### src/design/gwl_pkg.sv
// shared types, constants and window setup for the window/level grey lookup
package gwl_pkg;

  localparam int CodeW    = 8;
  localparam int HalfW    = 7;
  localparam int LevelW   = 8;
  localparam int CfgIdxW  = 3;
  localparam int CfgDataW = 8;
  localparam int AccW     = 16;
  localparam int PosW     = 10;

  localparam logic [LevelW-1:0] RampTop  = 8'd255;
  localparam logic [HalfW-1:0]  WinMax   = 7'd127;
  localparam logic [CodeW-1:0]  OvlCode  = 8'd128;

  typedef enum logic [CfgIdxW-1:0] {
    CFG_LOW_LEVEL      = 3'd0,
    CFG_HIGH_LEVEL     = 3'd1,
    CFG_BLACK_TO_WHITE = 3'd2,
    CFG_OVERLAY_STYLE  = 3'd3,
    CFG_OVERLAY_VALUE  = 3'd4
  } cfg_idx_e;

  typedef struct packed {
    logic signed [PosW-1:0] lo_eff;
    logic                   inv;
    logic [LevelW-1:0]      den;
    logic [LevelW-1:0]      win_lo;
    logic [HalfW-1:0]       win_hi;
  } win_t;

  typedef struct packed {
    logic              en;
    logic [HalfW-1:0]  addr;
    logic [LevelW-1:0] data;
  } lut_wr_t;

  function automatic win_t calc_window(logic [LevelW-1:0] lo, logic [LevelW-1:0] hi);
    win_t                   w;
    logic signed [PosW-1:0] lo_s;
    logic signed [PosW-1:0] hi_s;
    logic signed [PosW-1:0] mn;
    logic signed [PosW-1:0] mx;
    logic signed [PosW-1:0] diff;
    lo_s = signed'({2'b00, lo});
    hi_s = signed'({2'b00, hi});
    if (hi == lo) begin
      lo_s = hi_s - 10'sd1;
    end
    w.lo_eff = lo_s;
    w.inv    = hi_s < lo_s;
    mn       = w.inv ? hi_s : lo_s;
    mx       = w.inv ? lo_s : hi_s;
    w.win_lo = (mn < 10'sd1) ? 8'd1 : mn[LevelW-1:0];
    w.win_hi = (mx > 10'sd127) ? WinMax : mx[HalfW-1:0];
    diff     = w.inv ? (lo_s - hi_s) : (hi_s - lo_s);
    w.den    = diff[LevelW-1:0];
    return w;
  endfunction

endpackage

### src/design/gwl_ramp_fill.sv
// ramp table fill engine: step divider then incremental sweep over the window
module gwl_ramp_fill
  import gwl_pkg::*;
(
  input  logic    clk_i,
  input  logic    rst_ni,
  input  logic    restart_i,
  input  win_t    win_i,
  output logic    busy_o,
  output lut_wr_t wr_o
);

  typedef enum logic [1:0] {
    FILL_DIV,
    FILL_SWEEP,
    FILL_IDLE
  } fill_state_e;

  fill_state_e            state_q;
  logic [2:0]             div_cnt_q;
  logic [LevelW-1:0]      rem_q;
  logic [LevelW-1:0]      quo_q;
  logic [LevelW-1:0]      k_q;
  logic [LevelW-1:0]      frac_q;
  logic [AccW-1:0]        acc_q;

  logic [LevelW:0]        trial;
  logic                   trial_ge;
  logic [LevelW:0]        trial_sub;
  logic [LevelW-1:0]      rem_d;
  logic [LevelW:0]        sum;
  logic                   wrap;
  logic [LevelW:0]        sum_sub;
  logic [LevelW-1:0]      frac_d;
  logic [AccW-1:0]        acc_d;
  logic signed [PosW-1:0] pos;
  logic                   in_win;

  always_comb begin
    trial     = {rem_q, 1'b1};
    trial_ge  = trial >= {1'b0, win_i.den};
    trial_sub = trial - {1'b0, win_i.den};
    rem_d     = trial_ge ? trial_sub[LevelW-1:0] : trial[LevelW-1:0];

    sum     = {1'b0, frac_q} + {1'b0, rem_q};
    wrap    = sum >= {1'b0, win_i.den};
    sum_sub = sum - {1'b0, win_i.den};
    frac_d  = wrap ? sum_sub[LevelW-1:0] : sum[LevelW-1:0];
    acc_d   = acc_q + {{(AccW-LevelW){1'b0}}, quo_q} + {{(AccW-1){1'b0}}, wrap};

    pos    = win_i.inv ? (win_i.lo_eff - signed'({2'b00, k_q}))
                       : (win_i.lo_eff + signed'({2'b00, k_q}));
    in_win = (pos >= signed'({2'b00, win_i.win_lo})) &&
             (pos <= signed'({3'b000, win_i.win_hi}));

    wr_o.en   = (state_q == FILL_SWEEP) && in_win;
    wr_o.addr = pos[HalfW-1:0];
    wr_o.data = acc_q[LevelW-1:0];
    busy_o    = state_q != FILL_IDLE;
  end

  always_ff @(posedge clk_i or negedge rst_ni) begin
    if (!rst_ni) begin
      state_q   <= FILL_DIV;
      div_cnt_q <= '0;
      rem_q     <= '0;
      quo_q     <= '0;
      k_q       <= '0;
      frac_q    <= '0;
      acc_q     <= '0;
    end else if (restart_i) begin
      state_q   <= FILL_DIV;
      div_cnt_q <= '0;
      rem_q     <= '0;
      quo_q     <= '0;
    end else begin
      case (state_q)
        FILL_DIV: begin
          rem_q     <= rem_d;
          quo_q     <= {quo_q[LevelW-2:0], trial_ge};
          div_cnt_q <= div_cnt_q + 3'd1;
          if (div_cnt_q == 3'd7) begin
            state_q <= FILL_SWEEP;
            k_q     <= '0;
            frac_q  <= '0;
            acc_q   <= '0;
          end
        end
        FILL_SWEEP: begin
          frac_q <= frac_d;
          acc_q  <= acc_d;
          k_q    <= k_q + 8'd1;
          if (k_q == RampTop) begin
            state_q <= FILL_IDLE;
          end
        end
        FILL_IDLE: begin
          state_q <= FILL_IDLE;
        end
        default: begin
          state_q <= FILL_IDLE;
        end
      endcase
    end
  end

endmodule

### src/design/grey_window_lut_with_overlay_core.sv
// window/level grey lookup with overlay plane: top level
//
// Input channel: in_valid_i, in_stall_o with pixel code and overlay flag. An
// item is taken at an edge with valid high and stall low. Output channel:
// out_valid_o, out_stall_i with the grey level, one result per item, in order.
// Configuration: cfg_valid_i / cfg_ready_o write register cfg_index_i
// (0 low_level, 1 high_level, 2 black_to_white, 3 overlay_style,
// 4 overlay_value); other indexes are ignored. cfg_ready_o is always high.
// Items pass the read stage, then the output register; one item per cycle is
// sustained while no ramp rebuild or receiver stall holds the flow, set by the
// single read port of the 128-entry ramp memory. The ramp memory is rebuilt
// after reset and after every write of low_level or high_level, by a step
// divider then a sweep with in_stall_o high. Other registers act at once.
// When the receiver stalls, the output register holds and one more item can
// sit in the read stage; beyond that in_stall_o follows out_stall_i.
module grey_window_lut_with_overlay_core
  import gwl_pkg::*;
(
  input  logic                clk_i,
  input  logic                rst_ni,
  input  logic                in_valid_i,
  output logic                in_stall_o,
  input  logic [CodeW-1:0]    in_pixel_code_i,
  input  logic                in_overlay_shown_i,
  output logic                out_valid_o,
  input  logic                out_stall_i,
  output logic [LevelW-1:0]   out_grey_level_o,
  input  logic                cfg_valid_i,
  output logic                cfg_ready_o,
  input  logic [CfgIdxW-1:0]  cfg_index_i,
  input  logic [CfgDataW-1:0] cfg_data_i
);

  logic [LevelW-1:0] low_level_q;
  logic [LevelW-1:0] high_level_q;
  logic [LevelW-1:0] black_to_white_q;
  logic              overlay_style_q;
  logic [LevelW-1:0] overlay_value_q;

  logic [LevelW-1:0] mem_q [2**HalfW];
  logic [LevelW-1:0] rdata_q;
  logic [HalfW-1:0]  raddr;

  logic              s1_valid_q;
  logic [CodeW-1:0]  s1_code_q;
  logic              s1_shown_q;
  logic              out_valid_q;
  logic [LevelW-1:0] out_level_q;
  logic [LevelW-1:0] level_d;

  win_t              win;
  lut_wr_t           lut_wr;
  logic              fill_busy;
  logic              cfg_we;
  logic              restart;
  logic              out_free;
  logic              in_take;
  logic [HalfW-1:0]  half;
  logic [LevelW-1:0] half_level;

  assign cfg_ready_o = 1'b1;
  assign cfg_we      = cfg_valid_i && cfg_ready_o;
  assign restart     = cfg_we && ((cfg_index_i == CFG_LOW_LEVEL) ||
                                  (cfg_index_i == CFG_HIGH_LEVEL));
  assign win         = calc_window(low_level_q, high_level_q);

  gwl_ramp_fill u_fill (
    .clk_i     (clk_i),
    .rst_ni    (rst_ni),
    .restart_i (restart),
    .win_i     (win),
    .busy_o    (fill_busy),
    .wr_o      (lut_wr)
  );

  always_ff @(posedge clk_i or negedge rst_ni) begin
    if (!rst_ni) begin
      low_level_q      <= '0;
      high_level_q     <= 8'd127;
      black_to_white_q <= 8'd128;
      overlay_style_q  <= 1'b0;
      overlay_value_q  <= '0;
    end else if (cfg_we) begin
      case (cfg_index_i)
        CFG_LOW_LEVEL:      low_level_q      <= cfg_data_i;
        CFG_HIGH_LEVEL:     high_level_q     <= cfg_data_i;
        CFG_BLACK_TO_WHITE: black_to_white_q <= cfg_data_i;
        CFG_OVERLAY_STYLE:  overlay_style_q  <= cfg_data_i[0];
        CFG_OVERLAY_VALUE:  overlay_value_q  <= cfg_data_i;
        default: ;
      endcase
    end
  end

  assign out_free   = !out_valid_q || !out_stall_i;
  assign in_stall_o = fill_busy || (s1_valid_q && !out_free);
  assign in_take    = in_valid_i && !in_stall_o;
  assign raddr      = in_take ? in_pixel_code_i[HalfW-1:0] : s1_code_q[HalfW-1:0];

  always_ff @(posedge clk_i) begin
    if (lut_wr.en) begin
      mem_q[lut_wr.addr] <= lut_wr.data;
    end
    rdata_q <= mem_q[raddr];
  end

  always_comb begin
    half = s1_code_q[HalfW-1:0];
    if (half == '0) begin
      half_level = '0;
    end else if (half > win.win_hi) begin
      half_level = win.inv ? '0 : RampTop;
    end else if ({1'b0, half} < win.win_lo) begin
      half_level = win.inv ? RampTop : '0;
    end else begin
      half_level = rdata_q;
    end

    if (!s1_code_q[CodeW-1]) begin
      level_d = half_level;
    end else if (s1_code_q == OvlCode) begin
      level_d = overlay_style_q ? overlay_value_q : RampTop;
    end else if (!s1_shown_q) begin
      level_d = half_level;
    end else if (overlay_style_q) begin
      level_d = overlay_value_q;
    end else begin
      level_d = (half_level < black_to_white_q) ? RampTop : '0;
    end
  end

  always_ff @(posedge clk_i or negedge rst_ni) begin
    if (!rst_ni) begin
      s1_valid_q  <= 1'b0;
      out_valid_q <= 1'b0;
    end else begin
      if (out_free) begin
        out_valid_q <= s1_valid_q;
      end
      if (in_take) begin
        s1_valid_q <= 1'b1;
      end else if (out_free) begin
        s1_valid_q <= 1'b0;
      end
    end
  end

  always_ff @(posedge clk_i) begin
    if (in_take) begin
      s1_code_q  <= in_pixel_code_i;
      s1_shown_q <= in_overlay_shown_i;
    end
    if (out_free && s1_valid_q) begin
      out_level_q <= level_d;
    end
  end

  assign out_valid_o      = out_valid_q;
  assign out_grey_level_o = out_level_q;

endmodule

### config.mk
export PLATFORM = sky130hd
export DESIGN_NAME = grey_window_lut_with_overlay_core
export DESIGN_NICKNAME = d
export VERILOG_FILES = /design/src/design/gwl_pkg.sv /design/src/design/gwl_ramp_fill.sv /design/src/design/grey_window_lut_with_overlay_core.sv
export SDC_FILE = /design/constraint.sdc
export NUM_CORES = 2
export LEC_CHECK = 0
export ABC_AREA = 1
export ABC_CLOCK_PERIOD_IN_PS = 9500
export BUFFER_PORTS_ARGS = -buffer_cell sky130_fd_sc_hd__buf_2
export CORE_UTILIZATION = 40
export DETAILED_ROUTE_END_ITERATION = 6
export SLEW_MARGIN = 25
export SYNTH_ARGS = -nofsm -noshare
export SYNTH_HDL_FRONTEND = slang
export SYNTH_HIERARCHICAL = 1
export SYNTH_SLANG_ARGS = --single-unit
### constraint.sdc
create_clock -name clk_i -period 9.5 [get_ports clk_i]
set_input_delay 1.9 -clock clk_i [delete_from_list [all_inputs] [get_ports clk_i]]
set_output_delay 1.9 -clock clk_i [all_outputs]
set_load 0.05 [all_outputs]
==> summary.txt <==
Run status
  – Outcome: completed

Detailed routing
  – Drt first pass iters: 6
  – Wirelength, routed: approximately 140 mm
  – Avg WL per Cell: ~23 um
  – Drt first-iter violations: ~3800
  – Final ANT Viol Nets: 0
  – DR DRC count: 0
  – DR vias: around 34000
  – Vias/cell: approximately 5.6

Clock network
  – Worst-path clk slew: 0.06 ns
  – # H-tree levels: 3
  – TritonCTS clock tree: done
  – Worst-Skew Late Latency: around 0.74 ns
  – Root buffer selected by CTS: clkbuf_16
  – Sink Count: approximately 1100
  – Maximum clock path buffer count: 3
  – CTS Buf Count: 111
  – CTS Hold Buffers Added: 0
  – CTS resizes: 0
  – Post CTS Setup Buffer Count: 0

Synth
  – Ys flop type: edfxtp_1
  – Post-synthesis async set-or-reset flop share: 7.086%
  – Post-Syn Area per Cell: roughly 11 sq um
  – Post-Syn Area: 49440 sq um
  – FF+latch count, synth: approximately 1100
  – Number of synthesized flops with an enable pin: between 1000 and 1500
  – Unique masters post-synth: 60
  – Sequential share of the synthesized area: ~68%
  – Synth warn: 6
  – Syn nets: about 4500
  – Cells after Synth: ~4400

Critical path
  – WS Path Type: flip-flop to flip-flop
  – Critical-path top delay cell: nor2_1
  – Worst path required time: between 9 and 10 ns
  – Reg2Reg Depth: 44
  – CP max stage delay: ~0.85 ns
  – Crit-path max FO: 24
  – Reg2reg start: high_level_q[2]
  – Worst reg2reg setup slack: about 1.4 ns
  – Most numerous cell on the critical path: nand2_1
  – Startpoint types: flip-flop
  – Worst r2r dst: mem_q[66][4]
  – WP data arrival: 8.39 ns
  – Crit end category: flip-flop

Floorplanning
  – Initial Util: 40.46%
  – Die H: about 350 um
  – Rows: around 130
  – IO Pins: 36
  – Core area: ~120000 sq um
  – DIE AREA: roughly 130000 sq um
  – Die W: 353.6 um

Cells and area
  – Layout Cells excl Fill: just over 6000
  – Layout area overhead: 10.68%
  – Antenna fix cells: 0
  – Post-layout net count: 4465
  – Proportion of layout cells with a drive suffix above 1: roughly 7.5%

Global route
  – Largest net degree at the start of global routing: ~210
  – Met2 usage: around a third
  – Total GRT Usage: between 20% and 30%
  – Vias in the first global route: between 30000 and 40000
  – Global-route track usage on met3: between 3 and 4%
  – Met1 Use GR: between 30 and 40%
  – Global-route wire length before repair: slightly above 200 mm
  – Gr ovfl total: 0
  – Gr busiest metal: met2
  – Antenna violations before repair: 2

Power and ir drop
  – P per Cell Area: 304.3 nW/um^2
  – P_leak: 19.20 nW
  – Final Power: between 0.015 and 0.02 W
  – Peak supply drop: ~0.18 mV

STA
  – Slew margin rel.: about a quarter
  – RSZ-0062 raised after global routing: false
  – Post-layout minimum cycle time: around 8.1 ns
  – Worst-Margin Slew: between 1 and 1.5 ns
  – Clk_skew: around 0.06 ns
  – Setup TNS: 0 ns
  – Final setup fails: 0
  – F_max: 124.0 MHz
  – Fin. Hold Viols: 0
  – Slew Viols, Final: 0
  – Final period util: about 85%
  – Worst setup margin: around 1.4 ns

Worst hold path
  – Hold WC Path Type: flip-flop to flip-flop
  – WHS Path Cells: 2
  – Worst hold start: u_fill/frac_q[7]
  – Hold worst-path end: u_fill/frac_q[7]

Placed design
  – DP HPWL: approximately 84 mm
  – Buffers on Ports: 34
  – Placed cell count: between 5000 and 6000
  – Pre-CTS WS: 1.479 ns
  – Final GP Congestion: slightly above 0.9

Flow run
  – Max cap viols: 0
## cell usage after synthesis, types with 3 or more instances
cell type	number	area share, %
o22ai_1	295	3.7
o21ai_1	12	0.12
clkbuf_8	3	0.084
edfxtp_1	1041	63
buf_1	5	0.038
nor3_1	19	0.19
a31oi_1	9	0.11
clkbuf_1	231	1.8
a21oi_1	66	0.67
nand3_2	6	0.12
nor2_1	851	6.5
a211o_1	3	0.053
o21ai_2	6	0.11
o21a_1	3	0.046
xor2_1	26	0.46
nor2_4	3	0.068
nand3b_1	9	0.14
nand4_1	15	0.19
nor2_2	8	0.10
inv_2	11	0.084
nand3_1	68	0.69
nand2_2	17	0.22
clkinv_1	7	0.053
o211ai_1	35	0.53
dfrtp_1	72	3.6
fa_1	8	0.32
o221ai_1	33	0.58
and2_1	5	0.063
o21ai_0	701	7.1
xnor2_1	11	0.19
buf_2	4	0.040
inv_1	225	1.7
ha_1	91	2.3
dfxtp_1	8	0.32
nand2_4	6	0.14
nand2_1	437	3.3
dfstp_2	8	0.43
## area by class of cell
cell class	count	area (sq um)
fill	11122	67480
sequential	1129	33460
multi-input combinational	2770	14140
clock buffer	143	2979
tap	1625	2033
inverter	243	927.1
timing repair buffer	86	588.1
clock inverter	64	583.1
## cell families (layout without fill, tap and decap cells)
family | count (synthesis) | in the layout | share of synthesized area (%)
xor gates and xnor gates | 37 | 37 | 0.6555
AOI/OAI and AO/OA | 1182 | 1182 | 13.40
other | 1 | 1 | 0.007585
adders and majority gates | 99 | 99 | 2.627
and+or+nand+nor | 1451 | 1451 | 11.82
buffers and inverters | 492 | 536 | 3.870
DFF | 1129 | 1129 | 67.63
## cells in the final DEF (no fill, tap or decap), types with 12 or more instances in the layout
cell	synthesis	final
edfxtp_1	1041	1041
nor2_1	851	851
o21ai_0	701	697
nand2_1	437	435
o22ai_1	295	295
inv_1	225	222
clkbuf_16	0	112
ha_1	91	91
nand3_1	68	68
a21oi_1	66	66
dfrtp_1	72	64
buf_4	2	51
o211ai_1	35	35
o221ai_1	33	33
buf_2	4	33
clkinv_1	7	30
xor2_1	26	26
clkbuf_1	231	25
clkinv_2	0	20
nand2_2	17	18
nor3_1	19	18
nand4_1	15	15
inv_2	11	12
o21ai_1	12	12
## worst max-delay path, delay by kind of cell, from the launching register on
| kind | cells | cell delay, ns |
|---|---|---|
| buf+inv | 7 | 0.93 |
| fa+ha+maj | 4 | 1.35 |
| xor+xnor | 3 | 0.70 |
| simple gates | 27 | 3.65 |
| flops | 1 | 0.62 |
| compound gates | 3 | 0.46 |
## worst max path at each step
| stage | startpoint | endpoint | slack, ns |
|---|---|---|---|
| 2_1_floorplan | high_level_q[1] | mem_q[90][0] | 2.26 |
| 5_1_grt | high_level_q[2] | mem_q[122][0] | 0.77 |
| 6_report | high_level_q[2] | mem_q[66][4] | 1.43 |
| 3_3_place_gp | high_level_q[2] | mem_q[123][0] | 1.49 |
| 4_1_cts | high_level_q[2] | mem_q[122][0] | 1.47 |
| 3_5_place_dp | high_level_q[2] | mem_q[122][5] | 1.48 |
## layer usage
layer,vias up,share of wire [%]
met5,-,0.019
met4,2,3.3
met3,254,7.5
met2,1430,46
met1,16698,44
li1,15652,-
## sequential cells by signal, indices dropped and copies added, names as in the netlist, 2 cells and up
name,count
mem_q,1024
black_to_white_q,8
high_level_q,8
low_level_q,8
out_grey_level_o,8
overlay_value_q,8
rdata_q,8
s1_code_q,8
u_fill/acc_q,8
u_fill/frac_q,8
u_fill/k_q,8
u_fill/quo_q,8
u_fill/rem_q,8
u_fill/div_cnt_q,3
u_fill/state_q,2
## report_power, final
part / internal [W] / switching (W) / leakage (nW) / total [W]
sequential: 0.00611 / 0.000383 / 10.6 / 0.00649
clock: 0.00241 / 0.00193 / 1.73 / 0.00434
combinational: 0.00161 / 0.00420 / 6.89 / 0.00582
total: 0.0101 / 0.00652 / 19.2 / 0.0167
## per-stage QoR
step	utilization (%)	hold slack [ns]	area, sq um
after CTS	44.78	0.4909	54720
after global placement	41.86	0.4665	51150
after global routing	44.78	0.5208	54720
final	44.78	0.4887	54720
after floorplan	-	0.4474	49440
after detailed placement	41.86	0.4736	51160
No activity file was read; power rests on OpenSTA's default activity.
